### src/fsa_pkg.sv
// ----------------------------------------------------------------------------
// fsa_pkg: shared types and constants for the fraction sum accumulator
// Holds the arithmetic widths, the datapath command codes and the
// status struct that passes between the controller and the datapath.
// ----------------------------------------------------------------------------
package fsa_pkg;

  localparam int NumW = 32;
  localparam int DenW = 31;
  localparam int CntW = 6;

  // Datapath commands issued by the controller.
  localparam logic [3:0] CmdIdle    = 4'd0;
  localparam logic [3:0] CmdLoad    = 4'd1;
  localparam logic [3:0] CmdGcdInit = 4'd2;
  localparam logic [3:0] CmdDivInit = 4'd3;
  localparam logic [3:0] CmdDivStep = 4'd4;
  localparam logic [3:0] CmdGcdNext = 4'd5;
  localparam logic [3:0] CmdLcmDiv1 = 4'd6;
  localparam logic [3:0] CmdLcmMul  = 4'd7;
  localparam logic [3:0] CmdQ1Div   = 4'd8;
  localparam logic [3:0] CmdQ2Div   = 4'd9;
  localparam logic [3:0] CmdMul1    = 4'd10;
  localparam logic [3:0] CmdMul2    = 4'd11;
  localparam logic [3:0] CmdSum     = 4'd12;
  localparam logic [3:0] CmdZero    = 4'd13;
  localparam logic [3:0] CmdSaveQ   = 4'd14;

  typedef struct packed {
    logic div_done;
    logic gcd_zero;
    logic den_zero;
    logic lcm_zero;
  } fsa_status_t;

endpackage

### src/fsa_ctrl.sv
// ----------------------------------------------------------------------------
// fsa_ctrl: sequencer for the fraction sum accumulator
// Steps the datapath through load, Euclid's GCD, lcm, scaling and sum.
// ----------------------------------------------------------------------------
module fsa_ctrl (
  input  logic                 clk,
  input  logic                 rst,
  input  logic                 in_fire,
  input  logic                 in_last,
  input  logic                 out_busy,
  input  fsa_pkg::fsa_status_t status,
  output logic [3:0]           cmd,
  output logic                 in_ready,
  output logic                 emit
);
  import fsa_pkg::*;

  localparam logic [3:0] SIdle = 4'd0, SGcdChk = 4'd1, SGcdDiv = 4'd2,
    SGcdNext = 4'd3, SLcmDiv = 4'd4, SLcmMul = 4'd5, SQ1Div = 4'd6,
    SMul1 = 4'd8, SQ2Div = 4'd9, SQ2Save = 4'd10,
    SMul2 = 4'd11, SDone = 4'd12, SDenChk = 4'd13;

  logic [3:0] state, state_next;
  logic in_seq, last;

  assign in_ready = (state == SIdle) && !out_busy;

  // Next state and command decode.
  always_comb begin
    state_next = state;
    cmd = CmdIdle;
    emit = 1'b0;
    unique case (state)
      SIdle: if (in_fire) begin
        if (!in_seq) begin cmd = CmdLoad; state_next = SDone; end
        else begin cmd = CmdGcdInit; state_next = SDenChk; end
      end
      SDenChk: if (status.den_zero) begin
        cmd = CmdZero; state_next = SDone;
      end else state_next = SGcdChk;
      SGcdChk: if (status.gcd_zero) begin
        cmd = CmdLcmDiv1; state_next = SLcmDiv;
      end else begin cmd = CmdDivInit; state_next = SGcdDiv; end
      SGcdDiv: if (status.div_done) begin
        cmd = CmdGcdNext; state_next = SGcdChk;
      end else cmd = CmdDivStep;
      SLcmDiv: if (status.div_done) begin
        cmd = CmdLcmMul; state_next = SLcmMul;
      end else cmd = CmdDivStep;
      SLcmMul: if (status.lcm_zero) begin
        cmd = CmdZero; state_next = SDone;
      end else begin cmd = CmdQ1Div; state_next = SQ1Div; end
      SQ1Div: if (status.div_done) begin
        cmd = CmdSaveQ; state_next = SMul1;
      end else cmd = CmdDivStep;
      SMul1: begin cmd = CmdMul1; state_next = SQ2Div; end
      SQ2Div: begin cmd = CmdQ2Div; state_next = SQ2Save; end
      SQ2Save: if (status.div_done) begin
        cmd = CmdSaveQ; state_next = SMul2;
      end else cmd = CmdDivStep;
      SMul2: begin cmd = CmdMul2; state_next = SDone; end
      SDone: begin emit = last; state_next = SIdle; end
      default: state_next = SIdle;
    endcase
  end

  // State and sequence tracking.
  always_ff @(posedge clk) begin
    if (rst) begin
      state <= SIdle;
      in_seq <= 1'b0;
      last <= 1'b0;
    end else begin
      state <= state_next;
      if (in_fire) begin
        last <= in_last;
        in_seq <= !in_last;
      end
    end
  end

endmodule

### config.mk
export PLATFORM = sky130hd
export DESIGN_NAME = fsa_ctrl
export DESIGN_NICKNAME = d
export VERILOG_FILES = /design/src/fsa_pkg.sv /design/src/fsa_ctrl.sv
export SDC_FILE = /design/constraint.sdc
export NUM_CORES = 1
export LEC_CHECK = 0
export BUFFER_PORTS_ARGS = -buffer_cell sky130_fd_sc_hd__buf_4
export CAP_MARGIN = 20
export CORE_AREA = 5 5 42 44
export DETAILED_ROUTE_END_ITERATION = 8
export DIE_AREA = 0 0 47 49
export HOLD_SLACK_MARGIN = 0.12
export PLACE_DENSITY = 0.72
export SKIP_LAST_GASP = 1
export SYNTH_ARGS = -nofsm -noshare
export SYNTH_HDL_FRONTEND = slang
export SYNTH_SLANG_ARGS = --single-unit
### constraint.sdc
create_clock -name clk -period 4.1 [get_ports clk]
set_clock_uncertainty 0.2 [all_clocks]
set_input_delay 0.82 -clock clk [delete_from_list [all_inputs] [get_ports clk]]
set_output_delay 0.82 -clock clk [all_outputs]
set_load 0.05 [all_outputs]
==> key figures, run 1 <==
Clocking
  • Clk buf depth: 2
  • CTS tree: built
  • Clock slew at reported path FFs: 50 ps
  • Skew-Pair Late Insertion Delay: 240 ps
  • Setup Fix Bufs, Post-CTS: 0
  • Root buffer cell: clkbuf_4
  • # hold bufs at CTS: 0
  • Post-CTS Resized: 0
  • Clock buffer count from CTS: 3
  • H-tree depth: 1
  • CTS sink count: 6

Timing
  • Tmin final: 2870 ps
  • Setup TNS Final: 0 ps
  • PnR worst setup slack: 1230 ps
  • Max Clock Freq: 0.348 GHz
  • RSZ-0062 raised after global routing: no
  • Hold WS: 294 ps
  • Fin. Hold Viols: 0
  • Final period util: 0.701
  • Least-Margin Pin Slew: 674 ps
  • Relative slew slack: 0.550
  • Max Slew Vio Count: 0
  • Final setup fails: 0

Hold path
  • Hold Path Class: flop to flop

Final layout
  • Commonest non-fill, non-tap cells in the layout: buf_4 (14), nor2_1 (13), dfxtp_1 (6)
  • Post-route insts no fill: 112
  • Diodes inserted: 0
  • P&R area growth vs syn: 16.3%
  • Most common cell after layout, fill and taps aside: buf_4
  • Finished Cell Area: 733 sq um
  • Layout cells sized above 1: 0.240
  • Final Util: 0.523
  • Post-layout net count: 107

Placed design
  • GPL Wtd Cong: 0.813
  • DP Area: 711 sq um
  • DP Cell Count: 109
  • Setup WS pre-CTS: 1360 ps
  • HPWL Detailed: 1150 um
  • Port buffer count: 14

Routing
  • Routed vias: 711
  • WL met1: 655 um
  • First DRT Iteration DRCs: 33
  • First-pass DRT Iterations: 4
  • Via-to-Cell Ratio: 6.35
  • Routed Wire Length: 1530 um
  • DRC Markers: 0
  • Met2 WL: 748 um
  • DR WL/cell: 13.6 um
  • Post-route ant nets: 0
  • DR WL met3: 117 um
  • Top Layer Used: met4

Floorplanning
  • Die height: 49 um
  • Die area: 2300 sq um
  • Ports: 15
  • Site row count: 14
  • Initial Util: 0.450
  • Die W: 47 um
  • Core area: 1400 sq um

Setup path
  • Critical Path Sink Type: primary output
  • Largest stage delay, worst path: 750 ps
  • CP bufs+invs: 1
  • Critical path's top delay family: flip-flops
  • CP Max Fanout: 19
  • CP startpoint kind: flop
  • Critical path's slowest cell: dfxtp_1
  • Crit path kind: flop to primary output
  • Critical path required time: 3080 ps
  • Critical-path cell list: nor2b_1, a31oi_1, o221ai_1, buf_4
  • Crit path DAT: 1850 ps

Pwr
  • Sequential Power Share: 0.232
  • Clock Power Share: 0.083
  • Switching Fraction: 0.553
  • PnR Total Power: 0.625 mW
  • Internal power: 0.279 mW
  • Pleak: 0.296 nW
  • P_sw: 0.345 mW
  • Pwr/cell area: 852 nW/um^2
  • Worst vdd ir: 0.000391 V
  • Comb pwr share: 0.685

Flow run
  • Max-Cap Viols: 0

Logic synthesis
  • Yosys Warn Count: 0
  • Post-synthesis compound-gate area fraction: 0.375
  • Post-synth cell types: 40
  • Largest family of logic cells by synthesized area: compound AO/OA/AOI/OAI gates
  • Share of the synthesized area in the top cell type: 0.190
  • Synth Net Count: 96
  • Most area-hungry cell type in the Yosys netlist: dfxtp_1
  • Adder-Cell Fraction of Synth Area: 0
  • Synth area leaders: dfxtp_1 (19%), nor2_1 (7.7%), buf_2 (4.8%)
  • Mux cell area share after synthesis: 0.0337
  • Mean post-synth cell area: 7.25 sq um
  • Mapped cell area: 631 sq um
  • XOR/XNOR Fraction of Synth Area: 0.0139
  • Synth Instances: 87
  • Synthesis-stage register bit count: 6
  • Seq/Total Area, Yosys: 0.190
  • Simple-Gate Fraction of Synth Area: 0.286

Global routing
  • Global route overflow: 0
  • First-pass GRT wire length: 2490 um
  • Initial antenna violation count: 0
  • Gr usage total: 0.141
  • Vias in the first global route: 590
  • Pin count of the biggest net entering global routing: 20

Run status
  • Status: finished, final reports clean
[metal layers]
layer	GRT usage	vias to the layer above
li1	-	349
met1	0.197	329
met2	0.213	31
met3	0.0369	2
met4	0.0276	0
met5	0	-
[logic make-up after synthesis]
logic type	after synthesis
AND/OR/NAND/NOR	34
AO/OA/AOI/OAI	31
multiplexers	2
XOR/XNOR	1
buffers and inverters	13
flip-flops	6
[synth_stat cells, drive strengths merged]
master / instances
nor2: 13
buf: 8
dfxtp: 6
o21ai: 6
a21oi: 5
inv: 5
nand2: 4
nand2b: 4
a221oi: 3
nor2b: 3
a211oi: 2
a2bb2oi: 2
nand3: 2
nor3: 2
o211ai: 2
o2bb2ai: 2
a21o: 1
a221o: 1
a22o: 1
a31o: 1
a31oi: 1
a32oi: 1
and4: 1
mux2: 1
mux2i: 1
nand3b: 1
nand4: 1
nand4b: 1
o21ba: 1
o221ai: 1
o31a: 1
or3: 1
or4: 1
xor2: 1
[sequential cells by signal (all words and copies together) (netlist names)]
| signal | cells |
|---|---|
| last | 1 |
| in_seq | 1 |
| state | 4 |
[worst paths after layout]
check | from | endpoint | slack, ps | cells after the start
worst max-delay path | state[0] | cmd[2] | 1230 | 4
worst min-delay path | last | last | 290 | 2
worst max register to register | state[0] | state[3] | 2160 | 4
worst min register to register | last | last | 290 | 2
[layout make-up]
type / instances / area, sq um
sequential: 6 / 120
fill: 150 / 668
tap: 16 / 20.0
timing repair buffer: 14 / 105
clock buffer: 3 / 22.5
multi-input combinational: 68 / 447
inverter: 5 / 18.8
[tightest hold or removal path: stages, from the launching register on]
cell and delay, ps:
dfxtp_1 320, mux2i_1 70, nor2_1 70
[power by group through the flow]
stage,Combinational [mW],Clock (mW),Sequential [mW]
floorplan,0.404,0,0.0816
global placement,0.425,0,0.145
detailed placement,0.427,0,0.143
CTS,0.428,0.0537,0.142
global route,0.457,0.0608,0.150
finish,0.428,0.0518,0.145
Note: power is estimated with default switching activity, not from simulation.
==> run 2, diff against run 1 <==
--- a/config.mk
+++ b/config.mk
@@ -5,13 +5,14 @@
 export SDC_FILE = /design/constraint.sdc
 export NUM_CORES = 1
 export LEC_CHECK = 0
+export ABC_AREA = 1
 export BUFFER_PORTS_ARGS = -buffer_cell sky130_fd_sc_hd__buf_4
 export CAP_MARGIN = 20
 export CORE_AREA = 5 5 42 44
 export DETAILED_ROUTE_END_ITERATION = 8
 export DIE_AREA = 0 0 47 49
 export HOLD_SLACK_MARGIN = 0.12
-export PLACE_DENSITY = 0.72
+export PLACE_DENSITY = 0.68
 export SKIP_LAST_GASP = 1
 export SYNTH_ARGS = -nofsm -noshare
 export SYNTH_HDL_FRONTEND = slang
==> constraint.sdc (replaced) <==
create_clock -name clk -period 2.7 [get_ports clk]
set_clock_uncertainty 0.2 [all_clocks]
set_input_delay 0.54 -clock clk [delete_from_list [all_inputs] [get_ports clk]]
set_output_delay 0.54 -clock clk [all_outputs]
set_load 0.05 [all_outputs]
==> run 2 against run 1 <==
Net effect:
- sequential share of layout area grew 0.14 points
- core utilization decreased by 0.45 points
- die area unchanged
- non-clock buffer count did not move
- synthesized cell count increased by 16%
- final area fell by 0.85%
- first-iteration DRC count decreased by 45%
- routed wire length down 4.2%
- sequential power increased by 12%
- power grew 51%
- clock power rose by 52%
- critical path type unchanged
- largest power group unchanged
- highest routed layer unchanged
==> key figures, run 2 <==
Run status
  • Status: finished, final reports clean (unchanged)

Pwr
  • Pleak: 0.370 nW (was 0.296 nW)
  • Internal power: 0.381 mW (was 0.279 mW)
  • Clock Power Share: 0.083 (about the same)
  • Pwr/cell area: 1300 nW/um^2 (was 852 nW/um^2)
  • Worst vdd ir: 0.000810 V (was 0.000391 V)
  • Switching Fraction: 0.597 (was 0.553)
  • Comb pwr share: 0.744 (was 0.685)
  • PnR Total Power: 0.944 mW (was 0.625 mW)
  • Sequential Power Share: 0.173 (was 0.232)
  • P_sw: 0.563 mW (was 0.345 mW)

Routing
  • Met2 WL: 694 um (was 748 um)
  • Top Layer Used: met4 (unchanged)
  • First DRT Iteration DRCs: 18 (was 33)
  • Via-to-Cell Ratio: 5.16 (was 6.35)
  • Post-route ant nets: 0 (unchanged)
  • DR WL/cell: 10.9 um (was 13.6 um)
  • DRC Markers: 0 (unchanged)
  • First-pass DRT Iterations: 4 (unchanged)
  • Routed vias: 691 (was 711)
  • Routed Wire Length: 1460 um (was 1530 um)
  • DR WL met3: 89 um (was 117 um)
  • WL met1: 661 um (was 655 um)

Clocking
  • Clk buf depth: 2 (unchanged)
  • Post-CTS Resized: 0 (unchanged)
  • CTS tree: built (unchanged)
  • CTS sink count: 6 (unchanged)
  • Clock slew at reported path FFs: 40 ps (was 50 ps)
  • Setup Fix Bufs, Post-CTS: 0 (unchanged)
  • H-tree depth: 1 (unchanged)
  • Skew-Pair Late Insertion Delay: 240 ps (about the same)
  • # hold bufs at CTS: 0 (unchanged)
  • Root buffer cell: clkbuf_4 (unchanged)
  • Clock buffer count from CTS: 3 (unchanged)

Final layout
  • Fillers: 159 (was 150)
  • Most common cell after layout, fill and taps aside: nand2_1 (was buf_4)
  • Register area: 120 sq um (unchanged)
  • Post-layout net count: 129 (was 107)
  • Largest register FFs: 4 (unchanged)
  • Top flop regs: state (4), in_seq (1), last (1) (unchanged)
  • Layout cells sized above 1: 0.288 (was 0.240)
  • Commonest non-fill, non-tap cells in the layout: nand2_1 (31), buf_4 (14), nand3_1 (11) (was buf_4 (14), nor2_1 (13), dfxtp_1 (6))
  • Largest Register: state (unchanged)
  • Diodes inserted: 0 (unchanged)
  • Area of the multi-input gates: 403 sq um (was 447 sq um)
  • P&R area growth vs syn: 25.5% (was 16.3%)

Setup path
  • CP startpoint kind: flop (unchanged)
  • Crit path DAT: 1640 ps (was 1850 ps)
  • Crit path kind: flop to primary output (unchanged)
  • Reg2reg start: state[0] (unchanged)
  • Critical Path Sink Type: primary output (unchanged)
  • CP Max Fanout: 6 (was 19)
  • Critical path required time: 1960 ps (was 3080 ps)
  • CP startpoint: state[2] (was state[0])

Global routing
  • Vias in the first global route: 656 (was 590)
  • First-pass GRT wire length: 2620 um (was 2490 um)
  • Initial antenna violation count: 0 (unchanged)
  • Global route overflow: 0 (unchanged)
  • Pin count of the biggest net entering global routing: 8 (was 20)
  • Gr usage total: 0.149 (was 0.141)

Placed design
  • Setup WS pre-CTS: 599 ps (was 1360 ps)
  • Port buffer count: 14 (unchanged)
  • GPL Wtd Cong: 0.893 (was 0.813)
  • HPWL Detailed: 1270 um (was 1150 um)

Logic synthesis
  • Synthesis-stage register bit count: 6 (unchanged)
  • Most area-hungry cell type in the Yosys netlist: dfxtp_1 (unchanged)
  • Mapped cell area: 579 sq um (was 631 sq um)
  • Synth area leaders: dfxtp_1 (21%), nand2_1 (20%), nand3_1 (9.5%) (was dfxtp_1 (19%), nor2_1 (7.7%), buf_2 (4.8%))
  • Synth Net Count: 110 (was 96)
  • Seq/Total Area, Yosys: 0.207 (was 0.190)
  • Ys flop type: dfxtp_1 (unchanged)
  • Synth cell count leaders: nand2_1 (31), nand3_1 (11), inv_1 (10) (was nor2_1 (13), buf_2 (6), dfxtp_1 (6))
  • Share of the synthesized area in the top cell type: 0.207 (was 0.190)
  • Synth Instances: 101 (was 87)
  • Mean post-synth cell area: 5.74 sq um (was 7.25 sq um)
  • Post-synth cell types: 19 (was 40)
  • Most common cell in the synthesized netlist: nand2_1 (was nor2_1)
  • Post-synth EDFFs: 0 (unchanged)
  • FFs w/ async S/R, synth: 0 (unchanged)
  • Yosys Warn Count: 0 (unchanged)

Floorplanning
  • Site row count: 14 (unchanged)
  • Core area: 1400 sq um (unchanged)
  • Ports: 15 (unchanged)
  • Die height: 49 um (unchanged)
  • Die area: 2300 sq um (unchanged)
  • Initial Util: 0.413 (was 0.450)
  • Die W: 47 um (unchanged)

Timing
  • Max Slew Vio Count: 0 (unchanged)
  • Least-Margin Pin Slew: 322 ps (was 674 ps)
  • Max Clock Freq: 0.419 GHz
  • Setup TNS Final: 0 ps (unchanged)
  • Tmin final: 2380 ps
  • Hold WS: 298 ps (was 294 ps)
  • Final period util: 0.883
  • Fin. Hold Viols: 0 (unchanged)
  • Final setup fails: 0 (unchanged)
  • PnR worst setup slack: 315 ps (was 1230 ps)
  • Relative slew slack: 0.785 (was 0.550)
  • RSZ-0062 raised after global routing: no (unchanged)

Hold path
  • HP Start: in_seq (was last)
  • Hold Path Class: flop to flop (unchanged)

Flow run
  • Max-Cap Viols: 0 (unchanged)
## run 2: final cells by class
cell class,count,share of cell area
Tap cell,16,0.0275
Clock buffer,3,0.0310
Multi-Input combinational cell,80,0.554
Inverter,15,0.0775
Sequential cell,6,0.165
Timing Repair Buffer,14,0.145
## run 2: worst paths after layout
path	end	slack, ps	depth (start not counted)
worst min-delay path	in_seq	300	2
worst max register to register	state[2]	1160	8
worst min register to register	in_seq	300	2
worst max-delay path	cmd[3]	320	7
## run 2: critical path, stage by stage, from the launching register on
cell and delay (ps):
dfxtp_1 490, inv_2 90, nor2_4 150, nand2_1 90, o21ai_1 120, a21boi_1 120, o2111ai_1 110, buf_4 240
## run 2: metrics by stage
stage               instances  area, sq um   util
floorplan                 101          579      -
global placement          131          704  0.503
detailed placement        131          704  0.503
CTS                       134          727  0.519
global route              134          727  0.519
finish                    134          727  0.519
## run 2: kinds of logic after synthesis
group,after synthesis,synth area share
and+or+nand+nor,65,0.544
DFF,6,0.207
AOI/OAI and AO/OA,15,0.151
buffers and inverters,15,0.0972
## run 2: power groups by stage
stage / logic [mW] / clock network (mW) / registers, mW
after floorplan: 0.535 / 0 / 0.156
after global placement: 0.708 / 0 / 0.163
after detailed placement: 0.705 / 0 / 0.164
after CTS: 0.707 / 0.0844 / 0.163
after global routing: 0.764 / 0.0962 / 0.170
final: 0.703 / 0.0785 / 0.163
## run 2: per-layer routing
layer,vias up,track usage
li1,365,-
met1,307,0.193
met2,17,0.217
met3,2,0.0701
met4,0,0.0415
met5,-,0
